File: src/design/tdsm_pkg.sv
// shared types, constants and segment decode for the two digit display counter
package tdsm_pkg;

   localparam int unsigned CountWidth = 7;
   localparam int unsigned PairWidth = 16;
   localparam int unsigned SegWidth = 7;
   localparam int unsigned DigitWidth = 4;

   localparam logic [CountWidth-1:0] COUNT_MAX = 7'd99;
   localparam logic [PairWidth-1:0] PAIRS_RESET = 16'd100;
   localparam logic [DigitWidth-1:0] DIGIT_MAX = 4'd9;

   // segment bits, a in bit 0 through g in bit 6
   localparam logic [SegWidth-1:0] SEG_A = 7'h01;
   localparam logic [SegWidth-1:0] SEG_B = 7'h02;
   localparam logic [SegWidth-1:0] SEG_C = 7'h04;
   localparam logic [SegWidth-1:0] SEG_D = 7'h08;
   localparam logic [SegWidth-1:0] SEG_E = 7'h10;
   localparam logic [SegWidth-1:0] SEG_F = 7'h20;
   localparam logic [SegWidth-1:0] SEG_G = 7'h40;

   typedef struct packed {
      logic [SegWidth-1:0]   segments;
      logic                  digit_left;
      logic [CountWidth-1:0] count_value;
   } rsp_word_type;

   function automatic logic [SegWidth-1:0] seg_decode(input logic [DigitWidth-1:0] digit);
      logic [SegWidth-1:0] seg;
      unique case (digit)
         4'd0:    seg = SEG_A | SEG_B | SEG_C | SEG_D | SEG_E | SEG_F;
         4'd1:    seg = SEG_B | SEG_C;
         4'd2:    seg = SEG_A | SEG_B | SEG_G | SEG_E | SEG_D;
         4'd3:    seg = SEG_A | SEG_B | SEG_G | SEG_C | SEG_D;
         4'd4:    seg = SEG_F | SEG_G | SEG_B | SEG_C;
         4'd5:    seg = SEG_A | SEG_F | SEG_G | SEG_C | SEG_D;
         4'd6:    seg = SEG_A | SEG_F | SEG_E | SEG_D | SEG_C | SEG_G;
         4'd7:    seg = SEG_A | SEG_B | SEG_C;
         4'd8:    seg = SEG_A | SEG_B | SEG_C | SEG_D | SEG_E | SEG_F | SEG_G;
         4'd9:    seg = SEG_A | SEG_B | SEG_C | SEG_D | SEG_F | SEG_G;
         default: seg = '0;
      endcase
      return seg;
   endfunction

endpackage

File: src/design/two_digit_updown_seven_segment_mux_top.sv
// two digit multiplexed seven-segment up/down counter, top level
//
// Usage: every word on the req_ channel is one display tick and carries the
// sampled button level. Each tick returns exactly one word on the rsp_
// channel: the segment pattern, which digit to enable and the count shown.
// Ticks alternate right (ones) and left (tens) digits, right first. After
// csr_wr_data pairs (written with csr_wr_en, reset value 100, zero acts as one)
// the count steps down while the button is pressed, up otherwise, and
// saturates at 0 and 99.
// An accepted word enters the output register, or the skid register if that
// is full and not taken. Throughput: one tick per cycle while req_stall is
// low, set by the single update and segment decode before the output register.
// A skid register behind the output register lets one more tick in while the
// receiver stalls; req_stall rises only when both are full.
// Reset (synchronous, active high) clears the count, the pair counter and the
// digit phase, empties the output stage and restores the pair setting to 100.
module two_digit_updown_seven_segment_mux_top (
   input  logic                           clock,
   input  logic                           reset,
   input  logic                           csr_wr_en,
   input  logic [tdsm_pkg::PairWidth-1:0] csr_wr_data,
   input  logic                           req_valid,
   output logic                           req_stall,
   input  logic                           req_button_pressed,
   output logic                           rsp_valid,
   input  logic                           rsp_stall,
   output logic [tdsm_pkg::SegWidth-1:0]  rsp_segments,
   output logic                           rsp_digit_left,
   output logic [tdsm_pkg::CountWidth-1:0] rsp_count_value
);
   import tdsm_pkg::*;

   logic [PairWidth-1:0]  pairs_ff;
   logic [CountWidth-1:0] count_ff, count_in;
   logic                  left_ff, left_in;
   logic [PairWidth-1:0]  pair_ff, pair_in;

   rsp_word_type out_ff, out_in, skid_ff, skid_in, word;
   logic         out_valid_ff, out_valid_in, skid_valid_ff, skid_valid_in;

   logic                  accept, out_take;
   logic [14:0]           tens_prod;
   logic [DigitWidth-1:0] tens, tens_sat, ones;
   logic [PairWidth-1:0]  pair_next;
   logic                  step;

   assign accept   = req_valid & ~skid_valid_ff;
   assign out_take = out_valid_ff & ~rsp_stall;

   // divide by ten as multiply by 205/2048, exact for 0..127
   always_comb begin
      tens_prod = 15'(count_ff) * 15'd205;
      tens      = 4'(tens_prod >> 11);
      ones      = 4'(count_ff - 7'(tens) * 7'd10);
      tens_sat  = (tens > DIGIT_MAX) ? DIGIT_MAX : tens;
   end

   always_comb begin
      word.digit_left  = left_ff;
      word.count_value = count_ff;
      word.segments    = left_ff ? seg_decode(tens_sat) : seg_decode(ones);
   end

   // pair completes on a left tick
   always_comb begin
      pair_next = pair_ff + 16'd1;
      step      = left_ff & (pair_next >= pairs_ff);
      count_in  = count_ff;
      pair_in   = pair_ff;
      left_in   = left_ff;
      if (accept) begin
         left_in = ~left_ff;
         if (left_ff) begin
            pair_in = step ? '0 : pair_next;
         end
         if (step) begin
            if (req_button_pressed) begin
               if (count_ff != '0) begin
                  count_in = count_ff - 7'd1;
               end
            end else if (count_ff < COUNT_MAX) begin
               count_in = count_ff + 7'd1;
            end
         end
      end
   end

   // output register with one skid entry behind it
   always_comb begin
      out_in        = out_ff;
      skid_in       = skid_ff;
      out_valid_in  = out_valid_ff;
      skid_valid_in = skid_valid_ff;
      if (skid_valid_ff) begin
         if (out_take) begin
            out_in        = skid_ff;
            skid_valid_in = 1'b0;
         end
      end else if (accept) begin
         if (!out_valid_ff || out_take) begin
            out_in       = word;
            out_valid_in = 1'b1;
         end else begin
            skid_in       = word;
            skid_valid_in = 1'b1;
         end
      end else if (out_take) begin
         out_valid_in = 1'b0;
      end
   end

   always_ff @(posedge clock) begin
      if (reset) begin
         pairs_ff      <= PAIRS_RESET;
         count_ff      <= '0;
         left_ff       <= 1'b0;
         pair_ff       <= '0;
         out_valid_ff  <= 1'b0;
         skid_valid_ff <= 1'b0;
      end else begin
         if (csr_wr_en) begin
            pairs_ff <= csr_wr_data;
         end
         count_ff      <= count_in;
         left_ff       <= left_in;
         pair_ff       <= pair_in;
         out_valid_ff  <= out_valid_in;
         skid_valid_ff <= skid_valid_in;
      end
   end

   always_ff @(posedge clock) begin
      out_ff  <= out_in;
      skid_ff <= skid_in;
   end

   assign req_stall       = skid_valid_ff;
   assign rsp_valid       = out_valid_ff;
   assign rsp_segments    = out_ff.segments;
   assign rsp_digit_left  = out_ff.digit_left;
   assign rsp_count_value = out_ff.count_value;

   a_skid_behind_out: assert property (@(posedge clock) disable iff (reset)
      skid_valid_ff |-> out_valid_ff)
      else $error("skid word held with empty output register");

   a_count_range: assert property (@(posedge clock) disable iff (reset)
      count_ff <= COUNT_MAX)
      else $error("count above 99");

   a_phase_toggles: assert property (@(posedge clock) disable iff (reset)
      accept |=> left_ff != $past(left_ff))
      else $error("digit phase did not toggle on accepted word");

   a_count_moves_by_one: assert property (@(posedge clock) disable iff (reset)
      1'b1 |=> (count_ff == $past(count_ff) || count_ff == $past(count_ff) + 7'd1
                || count_ff == $past(count_ff) - 7'd1))
      else $error("count jumped by more than one");

   a_step_on_left_only: assert property (@(posedge clock) disable iff (reset)
      !left_ff |=> count_ff == $past(count_ff))
      else $error("count stepped on a right tick");

endmodule
File: config.mk
export PLATFORM = sky130hd
export DESIGN_NAME = two_digit_updown_seven_segment_mux_top
export DESIGN_NICKNAME = d
export VERILOG_FILES = /design/src/design/tdsm_pkg.sv /design/src/design/two_digit_updown_seven_segment_mux_top.sv
export SDC_FILE = /design/constraint.sdc
export NUM_CORES = 1
export LEC_CHECK = 0
export BUFFER_PORTS_ARGS = -buffer_cell sky130_fd_sc_hd__buf_2
export CORE_ASPECT_RATIO = 0.9
export CORE_MARGIN = 1.5
export CORE_UTILIZATION = 64
export DETAILED_ROUTE_END_ITERATION = 6
export GPL_TIMING_DRIVEN = 1
export PLACE_DENSITY_LB_ADDON = 0.1
export RECOVER_POWER = 50
export SYNTH_ARGS = -nofsm -noshare
export SYNTH_HDL_FRONTEND = slang
export SYNTH_SLANG_ARGS = --single-unit
File: constraint.sdc
create_clock -name clock -period 14.7 [get_ports clock]
set_input_delay 4.41 -clock clock [delete_from_list [all_inputs] [get_ports clock]]
set_output_delay 4.41 -clock clock [all_outputs]
set_load 0.005 [all_outputs]
==> results of run 1 <==
tightest hold or removal path, stage by stage, from the launching register on:
cell and delay, ps:
dfxtp_1 320, nand2_1 60, a21oi_1 60
routing by layer:
layer	track usage, %	up-vias	wire length [um]
li1	-	1887	-
met1	35.3	1838	4720
met2	39.9	85	4540
met3	5.85	6	455
met4	4.14	0	64
met5	0	-	0
state kept, by name, indices dropped and copies added (netlist names):
register         flops
rsp_digit_left       1
rsp_segments         7
count_ff             7
skid_ff             15
pair_ff             16
rsp_valid            1
left_ff              1
req_stall            1
pairs_ff            16
rsp_count_value      7
report_power, final:
| group | internal (mW) | total (mW) | switching [mW] | leakage (nW) |
|---|---|---|---|---|
| clock | 0.0786 | 0.156 | 0.0773 | 0.103 |
| sequential | 0.216 | 0.222 | 0.00576 | 0.597 |
| combinational | 0.0147 | 0.0357 | 0.0210 | 1.84 |
cells by family (layout without fill, tap and decap cells):
kind of cell	count (synthesis)	count (layout)	share of synthesized area, %
buffers and inverters	74	114	6.03
muxes	23	23	4.70
DFF	72	72	34.8
and+or+nand+nor	137	137	13.6
AOI/OAI and AO/OA	101	101	14.1
xor gates and xnor gates	26	26	4.55
adders and majority gates	83	83	22.3
placed cells by master (no fill, tap or decap), types with 8 or more instances in the layout:
master	instances
fa_1	10
nand3_1	22
clkbuf_8	9
mux2i_1	19
and3_1	8
edfxtp_1	30
a21oi_1	27
o21ai_0	15
dfxtp_1	42
buf_2	26
nor2_1	39
o31ai_1	8
nand2_1	34
xor2_1	8
inv_1	59
clkbuf_1	13
a21o_1	11
a22o_1	9
xnor2_1	18
ha_1	73
metrics by stage:
| step | utilization, % | power, mW | std cells |
|---|---|---|---|
| 2_1_floorplan | - | 0.250 | 516 |
| 3_3_place_gp | 69.5 | 0.260 | 636 |
| 3_5_place_dp | 69.5 | 0.262 | 636 |
| 4_1_cts | 72.0 | 0.416 | 652 |
| 5_1_grt | 71.8 | 0.429 | 652 |
| 6_report | 71.8 | 0.413 | 652 |
area by class of cell:
class                      instances  area [sq um]  share of cell area, %
sequential                        72          1740                   32.2
clock inverter                     7          71.3                   1.32
inverter                          59           221                   4.09
multi-input combinational        370          2960                   54.6
tap                               96           120                   2.22
clock buffer                       9           124                   2.29
timing repair buffer              39           179                   3.30
worst paths after layout:
check | startpoint | to | slack, ps | cells past startpoint
worst max-delay path | req_button_pressed | count_ff[6] | 8510 | 11
worst min-delay path | pair_ff[15] | pair_ff[15] | 490 | 2
worst max register to register | count_ff[2] | rsp_segments[6] | 8550 | 22
worst min register to register | pair_ff[15] | pair_ff[15] | 490 | 2
==> results.json, run 1 <==
{
  "outcome": "complete, but fails checks",
  "violations": "capacitance limit, slew limit",
  "finalSetupViolCount": 0,
  "synth_most_common_cell": "ha_1",
  "ys_top_cells_by_area": "ha_1, edfxtp_1, dfxtp_1",
  "drive_gt1_share_pct": 10.8,
  "rsz0062_at_grt": "no",
  "clock_sinks": 72,
  "syn-cell-area_sq_um": 5000,
  "period_minus_slack_ps": 6190,
  "cp.arrival_ps": 6450,
  "vias": 3816,
  "antenna_found_initial": 0,
  "worstMarginPinSlew_ps": 1560,
  "layout_setup_ws_ps": 8510,
  "synth_top_area_cell": "ha_1",
  "start_util_pct": 66.3,
  "synth.cells.most_frequent": "ha_1, inv_1, dfxtp_1",
  "holdWs_ps": 485,
  "diodes": 0,
  "placed_area_sq_um": 5240,
  "ys_ff_latch": 72,
  "cts-resized-gates": 0,
  "syn_inst": 516,
  "grt_pass1_vias": 3441,
  "grt_overflow": 0,
  "worstSetupPathType": "input port to flop",
  "routedWlPerCell_um": 15.0,
  "critical-path-slowest-cell": "fa_1",
  "seq_area_frac_synth_pct": 34.8,
  "crit_chain": "buf_2, inv_1, fa_1, nor2b_1, o21ai_0, nand2b_1, a21o_1, a21oi_1, xnor2_1, or4_1, a21oi_1",
  "cts_htree_levels": 3,
  "cp_common_cell": "a21oi_1",
  "first_iter_violations": 165,
  "drv_cap": 1,
  "port_buffers": 38,
  "synth-edff-count": 30,
  "slew_headroom_pct": -4.24,
  "remaining_drc_errors": 0,
  "cts_buffer_depth": 2,
  "cts.root.buffer_cell": "clkbuf_8",
  "ant_nets": 0,
  "final_area_sq_um": 5420,
  "cp_slowest_stage_delay_ps": 480,
  "cp-end-kind": "flop",
  "grt_pass1_wl_mm": 16.3,
  "gr-usage-all-layers_pct": 25.1,
  "core_sq_um": 7540,
  "hpwl_mm": 7.36,
  "start_kind": "input port",
  "fillers": 560,
  "synth.distinct_cells": 55,
  "synthFlopType": "dfxtp_1",
  "dieHeight_um": 86.9,
  "place_ws_ps": 8170,
  "cp.required_ps": 14960,
  "num_rows": 30,
  "num_io_pins": 39,
  "insertion_delay_ps": 350,
  "cts_made_buffers": 9,
  "critPathBufInv": 2,
  "power.leakage_nw": 2.54,
  "syn-num-nets": 621,
  "nets": 656,
  "avgSynthCellArea_sq_um": 9.69,
  "async_reset_ff_share_pct": 0,
  "yosys_warnings": 0,
  "fin_crit_sh_pct": 42.1,
  "grt_max_degree": 34,
  "area.growth.synth_to_final_pct": 8.28,
  "fmax_ghz": 0.162,
  "timing.setup.tns_ps": 0,
  "holdBufCountCts": 0,
  "skew_ps": 7.74,
  "power_density_nw_per_um2": 76.3,
  "viasPerCell": 5.85,
  "postCtsSetupBuffers": 0,
  "synth_top_area_share_pct": 18.3,
  "cts_tree": "built",
  "hold_viol": 0,
  "routed_wirelength_mm": 9.77,
  "drt_pass1_iterations": 4,
  "report.final.slew_viol_count": 34,
  "gp_congestion": 0.861,
  "die_area_sq_um": 8360,
  "hold_path_class": "flop to flop",
  "worst-path-max-fanout": 8,
  "peakVddDrop_uv": 52.1,
  "die_w_um": 96.2,
  "clkTransAtPathRegs_ps": 80,
  "cp_top_family": "simple AND/OR/NAND/NOR gates"
}
(Power assumes the default switching activity.)
==> inputs of run 2 (changes only) <==
--- a/config.mk
+++ b/config.mk
@@ -8,7 +8,7 @@
 export BUFFER_PORTS_ARGS = -buffer_cell sky130_fd_sc_hd__buf_2
 export CORE_ASPECT_RATIO = 0.9
 export CORE_MARGIN = 1.5
-export CORE_UTILIZATION = 64
+export CORE_UTILIZATION = 55
 export DETAILED_ROUTE_END_ITERATION = 6
 export GPL_TIMING_DRIVEN = 1
 export PLACE_DENSITY_LB_ADDON = 0.1
==> constraint.sdc (replaced) <==
create_clock -name clock -period 5.65 [get_ports clock]
set_input_delay 1.695 -clock clock [delete_from_list [all_inputs] [get_ports clock]]
set_output_delay 1.695 -clock clock [all_outputs]
set_load 0.005 [all_outputs]
==> run 2 against run 1 <==
Highest routed layer unchanged; combinational power rose to 2.7 times the previous value; die area increased by 16%; design area increased by 6.2%; non-clock buffer count increased by 18; worst hold slack worse by 3.9 ps; utilization down 5.6 points; global-route usage is 2.3 points lower; flip-flop and latch count unchanged; first-iteration DRC count decreased by 11%; the run still ends with capacitance limit, slew limit left; sequential power rose to 2.6 times the previous value; largest power group unchanged.
==> results.json, run 2 (synthesis results as in run 1) <==
{
  "viasPerCell": 5.53,
  "place_ws_ps": -122,
  "clkTransAtPathRegs_ps": 80,
  "insertion_delay_ps": 350,
  "num_rows": 32,
  "routedWlPerCell_um": 15.2,
  "diodes": 0,
  "crit_start": "count_ff[5]",
  "fin_cells": 693,
  "start_kind": "flop",
  "power_density_nw_per_um2": 191,
  "grt_pass1_wl_mm": 17.7,
  "grt_max_degree": 34,
  "top_regs": "pair_ff (16), pairs_ff (16), skid_ff (15)",
  "cts_tree": "built",
  "nets": 674,
  "drv_cap": 1,
  "skew_ps": 10.3,
  "p_comb_share_pct": 8.6,
  "layout_setup_ws_ps": 132,
  "grt_overflow": 0,
  "area.growth.synth_to_final_pct": 15.0,
  "layout_commonest_cell": "ha_1",
  "grt_pass1_vias": 3792,
  "drt_pass1_iterations": 5,
  "cts.root.buffer_cell": "clkbuf_8",
  "hold_viol": 0,
  "core_sq_um": 8690,
  "dp_cells": 675,
  "cp.required_ps": 5760,
  "power_frac_seq_pct": 52.4,
  "start_util_pct": 57.6,
  "hpwl_mm": 7.63,
  "cp-end-kind": "flop",
  "worstSetupPathType": "flop to flop",
  "power.leakage_nw": 2.63,
  "finalSetupViolCount": 0,
  "report.final.slew_viol_count": 34,
  "cts_buffer_depth": 2,
  "peakVddDrop_uv": 112,
  "clock_sinks": 72,
  "cts_htree_levels": 3,
  "cp.arrival_ps": 5630,
  "fin_crit_sh_pct": 97.7,
  "num_io_pins": 39,
  "rr_endpoint": "rsp_segments[6]",
  "holdBufCountCts": 0,
  "first_iter_violations": 147,
  "dieHeight_um": 93.5,
  "crit_end": "rsp_segments[6]",
  "cts_made_buffers": 9,
  "antenna_found_initial": 0,
  "r2r_start": "count_ff[5]",
  "intPower_mw": 0.829,
  "remaining_drc_errors": 0,
  "vias": 3831,
  "ant_nets": 0,
  "violations": "capacitance limit, slew limit",
  "switching_power_mw": 0.270,
  "hp-start": "count_ff[4]",
  "period_minus_slack_ps": 5520,
  "switching_share_pct": 24.6,
  "port_buffers": 38,
  "worstMarginPinSlew_ps": 1540,
  "die_w_um": 104,
  "die_area_sq_um": 9680,
  "fillers": 725,
  "r2r_setup_slack_ps": 130,
  "drive_gt1_share_pct": 17.6,
  "gp_congestion": 0.850,
  "layout_common_cells": "ha_1, inv_1, dfxtp_1",
  "outcome": "complete, but fails checks",
  "power_mw": 1.10,
  "hold_path_class": "flop to flop",
  "holdWs_ps": 482,
  "worst-path-max-fanout": 5,
  "clockPowerShare_pct": 39.0,
  "routed_wirelength_mm": 10.5,
  "gr-usage-all-layers_pct": 22.8,
  "fmax_ghz": 0.181,
  "slew_headroom_pct": -2.48,
  "rr_worst_depth": 22
}
==> run 2: changes by cell type in the layout (fill, tap and decap cells not counted), moves of 3 or more <==
cell / delta
ha_4: +9
clkinv_2: -3
buf_4: +14
inv_2: +8
inv_1: -8
ha_1: -9
==> run 2: timing repair <==
item                                    4_1_cts  5_1_grt
endpoints found under the setup margin        3       12
pin swaps                                    12       13
gates resized for setup                      17       14
setup buffers                                 2        0
==> run 2: power groups by stage <==
stage          sequential [mW]  clock [mW]  combinational (mW)
3_3_place_gp             0.588           0              0.0912
5_1_grt                  0.579       0.456               0.108
3_5_place_dp             0.588           0              0.0946
2_1_floorplan            0.582           0              0.0689
4_1_cts                  0.576       0.431              0.0968
6_report                 0.576       0.428              0.0950
==> run 2: metrics by stage <==
step                cell area (sq um)  util [%]  TNS [ps]
floorplan                        5000         -         0
global placement                 5390      62.0         0
detailed placement               5390      62.0      -204
CTS                              5690      65.5         0
global route                     5750      66.2     -34.0
finish                           5750      66.2         0
==> run 2: worst min path at each step <==
| stage | endpoint | slack [ps] | depth (start not counted) |
|---|---|---|---|
| 2_1_floorplan | skid_ff[7] | 420 | 0 |
| 3_3_place_gp | pair_ff[15] | 460 | 2 |
| 3_5_place_dp | pair_ff[15] | 470 | 2 |
| 4_1_cts | skid_ff[4] | 470 | 0 |
| 5_1_grt | skid_ff[4] | 490 | 0 |
| 6_report | skid_ff[4] | 480 | 0 |
==> run 2: cell type report <==
cell class | count | area [sq um] | area share (%)
multi-input cells | 370 | 3110 | 54.0
flip-flops and latches | 72 | 1750 | 30.4
repair buffers | 57 | 317 | 5.50
clock inverters | 2 | 17.5 | 0.305
clock buffers | 14 | 195 | 3.39
well taps | 119 | 149 | 2.59
inverters | 59 | 221 | 3.85
==> run 2: routing by layer <==
layer	GRT usage (%)	vias up	share of wire, %
met2	38.4	84	46
met3	4.11	20	3.3
met1	30.7	1800	49
met5	0	-	0
met4	5.32	0	1.9
li1	-	1927	-
==> run 2: worst max-delay path, cell delays in order (launching register included) <==
cell	delay [ps]
dfxtp_2	340
inv_2	60
ha_1	290
inv_1	80
fa_1	470
fa_1	610
ha_4	230
ha_4	290
nand4_1	90
a211o_1	300
and4_4	210
or2_4	230
inv_2	70
ha_4	120
inv_2	30
fa_2	350
xnor2_2	170
xnor2_2	150
or4_4	500
o211ai_4	120
o21ai_4	90
o22a_2	250
mux2_2	260
